File: config.mk
export PLATFORM = sky130hd
export DESIGN_NAME = thermostat_hysteresis_controller_unit
export DESIGN_NICKNAME = d
export VERILOG_FILES = /design/src/rtl/thc_pkg.sv /design/src/rtl/thermostat_hysteresis_controller_unit.sv /design/src/rtl/thc_eval.sv
export SDC_FILE = /design/constraint.sdc
export NUM_CORES = 1
export LEC_CHECK = 0
export ABC_AREA = 1
export BUFFER_PORTS_ARGS = -buffer_cell sky130_fd_sc_hd__buf_2
export CAP_MARGIN = 15
export CORE_MARGIN = 2
export CORE_UTILIZATION = 35
export DETAILED_ROUTE_END_ITERATION = 10
export PLACE_DENSITY = 0.62
export RECOVER_POWER = 100
export SETUP_SLACK_MARGIN = 0.4
export SYNTH_ARGS = -nofsm -noshare
export SYNTH_HDL_FRONTEND = slang
export SYNTH_SLANG_ARGS = --single-unit
export TNS_END_PERCENT = 1
File: constraint.sdc
create_clock -name clk -period 7 [get_ports clk]
set_input_delay 0.7 -clock clk [delete_from_list [all_inputs] [get_ports clk]]
set_output_delay 0.7 -clock clk [all_outputs]
set_load 0.005 [all_outputs]
File: src/rtl/thc_pkg.sv
package thc_pkg;

  localparam int TEMP_W = 8;

  typedef enum logic [1:0] {
    MODE_SAMPLE = 2'd0,
    MODE_BUTTON = 2'd1,
    MODE_LOAD   = 2'd2
  } mode_t;

  localparam logic [2:0] BTN_POWER  = 3'd1;
  localparam logic [2:0] BTN_TARGET = 3'd2;
  localparam logic [2:0] BTN_PLUS   = 3'd3;
  localparam logic [2:0] BTN_MINUS  = 3'd4;

  localparam logic [1:0] HEAT_OFF  = 2'd0;
  localparam logic [1:0] HEAT_HALF = 2'd1;
  localparam logic [1:0] HEAT_FULL = 2'd2;

  localparam logic [1:0] ERR_NONE    = 2'd0;
  localparam logic [1:0] ERR_MISSING = 2'd1;
  localparam logic [1:0] ERR_RANGE   = 2'd2;

  localparam logic [2:0] SAVE_NONE   = 3'd0;
  localparam logic [2:0] SAVE_NORMAL = 3'd1;
  localparam logic [2:0] SAVE_MAX    = 3'd2;
  localparam logic [2:0] SAVE_TARGET = 3'd3;
  localparam logic [2:0] SAVE_POWER  = 3'd4;

  localparam logic [2:0] REG_TEMP_LOW       = 3'd0;
  localparam logic [2:0] REG_TEMP_HIGH      = 3'd1;
  localparam logic [2:0] REG_HYSTERESIS     = 3'd2;
  localparam logic [2:0] REG_DEFAULT_NORMAL = 3'd3;
  localparam logic [2:0] REG_DEFAULT_MAX    = 3'd4;

  localparam logic [TEMP_W-1:0] RST_TEMP_LOW       = 8'd5;
  localparam logic [TEMP_W-1:0] RST_TEMP_HIGH      = 8'd95;
  localparam logic [TEMP_W-1:0] RST_HYSTERESIS     = 8'd2;
  localparam logic [TEMP_W-1:0] RST_DEFAULT_NORMAL = 8'd25;
  localparam logic [TEMP_W-1:0] RST_DEFAULT_MAX    = 8'd60;

  localparam logic [7:0] STORED_POWER_FULL = 8'd2;
  localparam logic [7:0] STORED_TARGET_MAX = 8'd1;

  typedef struct packed {
    logic [TEMP_W-1:0] temp_low;
    logic [TEMP_W-1:0] temp_high;
    logic [TEMP_W-1:0] hysteresis;
    logic [TEMP_W-1:0] default_normal;
    logic [TEMP_W-1:0] default_max;
  } cfg_t;

  typedef struct packed {
    logic [TEMP_W-1:0] normal_setpoint;
    logic [TEMP_W-1:0] max_setpoint;
    logic              target_is_max;
    logic              power_full;
    logic [1:0]        heater_cmd;
    logic              warm_lamp;
    logic              show_measured_next;
  } state_t;

  typedef struct packed {
    mode_t             mode;
    logic [2:0]        button;
    logic [TEMP_W-1:0] measured;
    logic              sensor_present;
    logic [TEMP_W-1:0] stored_normal;
    logic [TEMP_W-1:0] stored_max;
    logic [7:0]        stored_power;
    logic [7:0]        stored_target;
  } item_t;

  typedef struct packed {
    logic [1:0] heater_drive;
    logic       warm_led;
    logic       led_normal;
    logic       led_max;
    logic       led_full;
    logic [1:0] error_code;
    logic       show_update;
    logic [4:0] digit_tens;
    logic [3:0] digit_ones;
    logic [2:0] save_request;
  } result_t;

  function automatic logic in_range(input logic [TEMP_W-1:0] v,
                                    input logic [TEMP_W-1:0] lo,
                                    input logic [TEMP_W-1:0] hi);
    in_range = (v >= lo) && (v <= hi);
  endfunction

endpackage

File: src/rtl/thermostat_hysteresis_controller_unit.sv
// Thermostat event processor: one event beat (sample, button or load) is taken
// per clock while s_tready is high and yields one result beat, through an input
// register and a result register with all decision logic between them. The
// sustained rate is one event per cycle unless the output stalls; the input
// register absorbs one beat while a result waits to be taken, then s_tready drops.
// Configuration writes on cfg_we take effect at once and are expected only
// while no event is in flight.
module thermostat_hysteresis_controller_unit (
  input  logic        clk,
  input  logic        rst,
  input  logic        cfg_we,
  input  logic [2:0]  cfg_addr,
  input  logic [7:0]  cfg_wdata,
  input  logic        s_tvalid,
  output logic        s_tready,
  // button, measured, sensor_present, stored_normal, stored_max,
  // stored_power, stored_target
  input  logic [47:0] s_tdata,
  // mode
  input  logic [1:0]  s_tuser,
  output logic        m_tvalid,
  input  logic        m_tready,
  // heater_drive, warm_led, led_normal, led_max, led_full, error_code,
  // show_update, digit_tens, digit_ones, save_request
  output logic [23:0] m_tdata
);
  import thc_pkg::*;

  cfg_t    cfg;
  state_t  st;
  state_t  st_next;
  item_t   item;
  item_t   item_in;
  logic    item_valid;
  logic    advance;
  result_t res_next;
  result_t res;

  assign advance  = item_valid && (!m_tvalid || m_tready);
  assign s_tready = !item_valid || advance;

  assign item_in.mode           = mode_t'(s_tuser);
  assign item_in.button         = s_tdata[2:0];
  assign item_in.measured       = s_tdata[10:3];
  assign item_in.sensor_present = s_tdata[11];
  assign item_in.stored_normal  = s_tdata[19:12];
  assign item_in.stored_max     = s_tdata[27:20];
  assign item_in.stored_power   = s_tdata[35:28];
  assign item_in.stored_target  = s_tdata[43:36];

  always_ff @(posedge clk) begin
    if (rst) begin
      cfg.temp_low       <= RST_TEMP_LOW;
      cfg.temp_high      <= RST_TEMP_HIGH;
      cfg.hysteresis     <= RST_HYSTERESIS;
      cfg.default_normal <= RST_DEFAULT_NORMAL;
      cfg.default_max    <= RST_DEFAULT_MAX;
    end else if (cfg_we) begin
      case (cfg_addr)
        REG_TEMP_LOW:       cfg.temp_low       <= cfg_wdata;
        REG_TEMP_HIGH:      cfg.temp_high      <= cfg_wdata;
        REG_HYSTERESIS:     cfg.hysteresis     <= cfg_wdata;
        REG_DEFAULT_NORMAL: cfg.default_normal <= cfg_wdata;
        REG_DEFAULT_MAX:    cfg.default_max    <= cfg_wdata;
        default: begin
        end
      endcase
    end
  end

  always_ff @(posedge clk) begin
    if (rst) begin
      item_valid <= 1'b0;
    end else if (s_tready) begin
      item_valid <= s_tvalid;
    end
  end

  always_ff @(posedge clk) begin
    if (s_tready && s_tvalid) begin
      item <= item_in;
    end
  end

  thc_eval u_eval (
    .cfg     (cfg),
    .st      (st),
    .item    (item),
    .st_next (st_next),
    .res     (res_next)
  );

  always_ff @(posedge clk) begin
    if (rst) begin
      st.normal_setpoint    <= RST_DEFAULT_NORMAL;
      st.max_setpoint       <= RST_DEFAULT_MAX;
      st.target_is_max      <= 1'b0;
      st.power_full         <= 1'b0;
      st.heater_cmd         <= HEAT_OFF;
      st.warm_lamp          <= 1'b0;
      st.show_measured_next <= 1'b1;
    end else if (advance) begin
      st <= st_next;
    end
  end

  always_ff @(posedge clk) begin
    if (rst) begin
      m_tvalid <= 1'b0;
    end else if (!m_tvalid || m_tready) begin
      m_tvalid <= item_valid;
    end
  end

  always_ff @(posedge clk) begin
    if (advance) begin
      res <= res_next;
    end
  end

  assign m_tdata = {3'd0, res.save_request, res.digit_ones, res.digit_tens,
                    res.show_update, res.error_code, res.led_full, res.led_max,
                    res.led_normal, res.warm_led, res.heater_drive};

  // an error beat always reports the heater off
  a_err_heater_off: assert property (@(posedge clk) disable iff (rst)
    m_tvalid && (res.error_code != ERR_NONE) |-> res.heater_drive == HEAT_OFF)
    else $error("heater on with error");

  // exactly one setpoint mode lamp
  a_mode_leds: assert property (@(posedge clk) disable iff (rst)
    m_tvalid |-> res.led_normal != res.led_max)
    else $error("mode lamps inconsistent");

  // digits blank unless updated, and decimal when updated
  a_digits: assert property (@(posedge clk) disable iff (rst)
    m_tvalid |-> (res.show_update || (res.digit_tens == 5'd0 && res.digit_ones == 4'd0))
                 && res.digit_ones <= 4'd9)
    else $error("bad display digits");

  // setpoint state advances only when an event is consumed
  a_state_hold: assert property (@(posedge clk) disable iff (rst)
    !$past(advance) && !$past(rst) |-> $stable(st))
    else $error("state changed without event");

endmodule

File: src/rtl/thc_eval.sv
module thc_eval (
  input  thc_pkg::cfg_t    cfg,
  input  thc_pkg::state_t  st,
  input  thc_pkg::item_t   item,
  output thc_pkg::state_t  st_next,
  output thc_pkg::result_t res
);
  import thc_pkg::*;

  logic [TEMP_W-1:0] check;
  logic [TEMP_W-1:0] reading;
  logic [TEMP_W-1:0] stepped;
  logic [TEMP_W-1:0] shown;
  logic              update;
  logic [1:0]        err;
  logic [2:0]        save;
  logic signed [TEMP_W+1:0] on_level;
  logic signed [TEMP_W+1:0] reading_s;
  logic [TEMP_W+7:0] tens_prod;
  logic [4:0]        tens;
  logic [TEMP_W-1:0] tens_x10;

  assign check     = st.target_is_max ? st.max_setpoint : st.normal_setpoint;
  assign reading   = item.sensor_present ? item.measured : '0;
  assign on_level  = $signed({2'b00, check}) - $signed({2'b00, cfg.hysteresis});
  assign reading_s = $signed({2'b00, reading});
  assign stepped   = (item.button == BTN_PLUS) ? check + 8'd1 : check - 8'd1;

  always_comb begin
    st_next = st;
    update  = 1'b0;
    err     = ERR_NONE;
    save    = SAVE_NONE;
    shown   = '0;
    case (item.mode)
      MODE_SAMPLE: begin
        if (!item.sensor_present) begin
          st_next.heater_cmd = HEAT_OFF;
          err = ERR_MISSING;
        end else if (!in_range(reading, cfg.temp_low, cfg.temp_high)) begin
          st_next.heater_cmd = HEAT_OFF;
          err = ERR_RANGE;
        end else if (reading_s <= on_level) begin
          st_next.heater_cmd = st.power_full ? HEAT_FULL : HEAT_HALF;
          st_next.warm_lamp  = 1'b1;
        end else if (reading >= check) begin
          st_next.heater_cmd = HEAT_OFF;
          st_next.warm_lamp  = 1'b0;
        end
        update = 1'b1;
        shown  = st.show_measured_next ? reading : check;
        st_next.show_measured_next = !st.show_measured_next;
      end
      MODE_BUTTON: begin
        case (item.button)
          BTN_POWER: begin
            st_next.power_full = !st.power_full;
            save = SAVE_POWER;
          end
          BTN_TARGET: begin
            st_next.target_is_max      = !st.target_is_max;
            st_next.show_measured_next = 1'b0;
            update = 1'b1;
            shown  = st.target_is_max ? st.normal_setpoint : st.max_setpoint;
            save   = SAVE_TARGET;
          end
          BTN_PLUS, BTN_MINUS: begin
            st_next.show_measured_next = 1'b0;
            update = 1'b1;
            shown  = check;
            if (in_range(stepped, cfg.temp_low, cfg.temp_high)) begin
              shown = stepped;
              if (st.target_is_max) begin
                st_next.max_setpoint = stepped;
                save = SAVE_MAX;
              end else begin
                st_next.normal_setpoint = stepped;
                save = SAVE_NORMAL;
              end
            end
          end
          default: begin
          end
        endcase
      end
      MODE_LOAD: begin
        st_next.normal_setpoint =
          in_range(item.stored_normal, cfg.temp_low, cfg.temp_high) ?
          item.stored_normal : cfg.default_normal;
        st_next.max_setpoint =
          in_range(item.stored_max, cfg.temp_low, cfg.temp_high) ?
          item.stored_max : cfg.default_max;
        st_next.power_full    = (item.stored_power == STORED_POWER_FULL);
        st_next.target_is_max = (item.stored_target == STORED_TARGET_MAX);
      end
      default: begin
      end
    endcase
  end

  // divide by ten: exact for values below 1029
  assign tens_prod = {8'd0, shown} * 16'd205;
  assign tens      = 5'(tens_prod >> 11);
  assign tens_x10  = 8'({3'd0, tens} * 8'd10);

  always_comb begin
    res.heater_drive = st_next.heater_cmd;
    res.warm_led     = st_next.warm_lamp;
    res.led_normal   = !st_next.target_is_max;
    res.led_max      = st_next.target_is_max;
    res.led_full     = st_next.power_full;
    res.error_code   = err;
    res.show_update  = update;
    res.digit_tens   = update ? tens : '0;
    res.digit_ones   = update ? 4'(shown - tens_x10) : '0;
    res.save_request = save;
  end

endmodule

==> key figures <==
Route
  – Vias per Instance: around 5
  – Total routed wirelength: 26210 um
  – DRT iter0 DRCs: 644
  – Drt drc: 0
  – DR WL/cell: 15.82 um
  – Post-route ant nets: 0
  – Pre-Repair DR Iteration Count: 5
  – Vias: around 8200

Synth
  – Synth cell count leaders: 218 x nand2_1, 161 x inv_1, 139 x ha_1, 102 x a21oi_1, 102 x o21ai_0
  – Post-synthesis sequential area ratio: 35.85%
  – Synthesis Warnings: 0
  – EDFF count, synth: 67
  – Asr flop ratio synth: 0%
  – Biggest area consumer among synthesized cells: edfxtp_1
  – Mapped Cells: 1117
  – Syn Area/Cell: between 8 and 9 um^2
  – Top cell type's share of synthesized area: around 22%
  – Seq cells post-synth: ~130
  – Cell with the most instances after synthesis: nand2_1
  – Cell Area, Synth: roughly 9200 um^2
  – Synth area leaders: edfxtp_1 22%, ha_1 19%, dfxtp_1 14%
  – Synth Flop Type: edfxtp_1
  – Synth unique cells: between 50 and 60

Outcome
  – Outcome: complete, but fails checks
  – Violated checks: max-capacitance violations, max-slew violations, negative setup slack

Clock tree
  – Root Driver: clkbuf_16
  – CTS tree: built
  – Worst-path clk slew: about 0.060 ns
  – # H-tree levels: 4
  – Clock Tree Buf Depth: 2
  – Cts hold-fix bufs: 0
  – TritonCTS buffer count: 17
  – Worst-Skew Late Latency: 0.43 ns
  – Clk sinks: 131

Timing
  – Setup WS post-layout: -0.05514 ns
  – Final Hold Viols: 0
  – Worst Skew: 0.007322 ns
  – Hold_ws: 0.4427 ns
  – Final setup TNS: -0.05514 ns
  – Max Transition Viols Final: 111
  – Slew margin rel.: -20.94%
  – Setup violators final: 1
  – Fmax: between 100 and 150 MHz
  – RSZ-0062 raised after global routing: true
  – Final period util: 100.8%
  – Post-route minimum period: 7.055 ns
  – Slew at the pin closest to its max-slew limit: 1.812 ns

Floorplanning
  – Core area: roughly 26000 um^2
  – Die area: between 20000 and 30000 um^2
  – Die W: about 170 um
  – Die Y: 166.0 um
  – Ports: 92
  – Row count: 59
  – Initial Utilization: between 30% and 40%

Power
  – Sequential Power Share: between 30% and 40%
  – Reported net switching power: 0.8555 mW
  – Net Sw Frac: 32.81%
  – Max VDD drop: about 170 uV
  – Pwr Total: 2.607 mW
  – Power Internal: 1.752 mW
  – Clk network pwr share: between 30% and 40%
  – Leakage power: 5.560 nW
  – Comb pwr share: between 30 and 40%
  – Pwr/cell area: roughly 220 nW/um^2

Min path
  – Hold Crit Class: primary input to register

Critical path
  – Worst Setup Path Type: register to register
  – Worst reg2reg path startpoint: st[5]
  – Slowest stage delay, CP: 0.51 ns
  – Worst path top cell family by delay: adder cells
  – Crit start category: register
  – Max stage delay cell, worst path: fa_1
  – Most used cell, CP: nand2_2
  – WP data arrival: 7.24 ns
  – Reg2reg end: m_tdata[17]
  – WP depth: 45
  – Crit path to: m_tdata[17]
  – Buf/Inv on CP: 8
  – CP required: a little over 7 ns
  – R2R depth: 45
  – Crit-path max FO: 6
  – Worst Setup SP: st[5]
  – R2r setup slk: -0.06 ns
  – Kind of end point of the critical path: register

Place
  – Placed Instance Area: between 10000 and 15000 um^2
  – Buffers on Ports: between 80 and 90
  – Post-DP HPWL: 19280 um
  – Place WS: -0.2020 ns
  – Number of placed instances with taps included: around 1600
  – Placer Congestion: 0.9211

Cells and area
  – Nets@finish: 1527
  – Layout area overhead: 26.90%
  – Area of the multi-input gates: 5482 um^2
  – Layout cell share with drive strength beyond 1: 22.54%
  – Post-layout util: 44.99%
  – Sequential Area: 3297 um^2
  – # fillers: 2494
  – Antenna diodes: 0
  – Final std cells w/o fill: 1657
  – Fin area: 11660 um^2

Global routing
  – Antenna violations before repair: 0
  – Largest net degree at the start of global routing: 47
  – Vias in the first global route: 8224
  – Overall Global Routing Usage: 19.28%
  – First-pass GRT wire length: 41930 um
  – Gr ovfl total: 0

Flow run
  – Number of max-cap violations: 3
layer usage:
metal | wire length, um | vias up | global-route usage (%)
li1 | - | 4153 | -
met1 | 11550 | 3774 | 24.05
met2 | 12340 | 237 | 32.83
met3 | 1335 | 67 | 3.646
met4 | 990 | 0 | 7.826
met5 | 0 | - | 0
worst min path at each step:
stage	startpoint	end	slack, ns	cells after the start
after floorplan	cfg[6]	cfg[6]	0.43	2
after global placement	cfg[6]	cfg[6]	0.45	2
after detailed placement	cfg[7]	cfg[7]	0.45	2
after CTS	s_tdata[21]	item[17]	0.43	1
after global routing	s_tdata[25]	item[21]	0.43	1
final	s_tdata[25]	item[21]	0.44	1
worst reg2reg max path, delay by kind of cell, from the launching register on:
family                   cells  cell delay, ns
flip-flops                   1            0.36
XOR/XNOR                     2            0.27
adder cells (fa/ha/maj)      9            2.89
AND/OR/NAND/NOR             16            1.28
buffers and inverters        8            0.59
AO/OA/AOI/OAI               10            1.41
registers in the layout, summed over array words and instances (netlist names):
register    cells
item           46
item_valid      1
m_tdata        21
st             22
m_tvalid        1
cfg            40
power groups by stage:
| stage | clock [mW] | sequential (mW) | combinational, mW |
|---|---|---|---|
| finish | 0.834 | 0.870 | 0.903 |
| global route | 0.883 | 0.874 | 1.00 |
| CTS | 0.851 | 0.869 | 0.854 |
| detailed placement | 0 | 0.885 | 0.691 |
| global placement | 0 | 0.884 | 0.674 |
| floorplan | 0 | 0.878 | 0.459 |
layout make-up:
type / instances / area share [%]
Timing Repair Buffer: 195 / 10.86
Sequential cell: 131 / 28.28
Clock buffer: 20 / 4.015
Tap cell: 335 / 3.596
Clock inverter: 12 / 0.6977
Multi-Input combinational cell: 793 / 47.03
Inverter: 171 / 5.517
what timing repair did:
action	4_1_cts	5_1_grt
resized for setup	32	22
cloned	2	0
buffers inserted	40	3
endpoints found under the setup margin	4	26
pin swaps	41	21
kinds of logic after synthesis:
| kind of cell | count (synthesis) | synth area share, % |
|---|---|---|
| adders and majority gates | 152 | 21.77 |
| and+or+nand+nor | 351 | 15.79 |
| other | 1 | 0.04083 |
| buffers and inverters | 196 | 8.255 |
| AOI/OAI and AO/OA | 271 | 16.70 |
| DFF | 131 | 35.85 |
| xor gates and xnor gates | 15 | 1.594 |
cell usage in the layout, fill, tap and decap left out, types with 12 or more instances in the layout:
cell / n
inv_2: 15
o21ai_1: 18
buf_2: 70
clkbuf_16: 18
nand3_1: 24
buf_4: 104
o211ai_1: 15
fa_1: 12
nor2_1: 68
nand2_2: 19
o21ai_0: 90
a21oi_1: 93
clkbuf_1: 19
nand2_1: 206
inv_1: 154
edfxtp_1: 67
ha_1: 127
dfxtp_1: 63
Note: power is estimated with default switching activity, not from simulation.
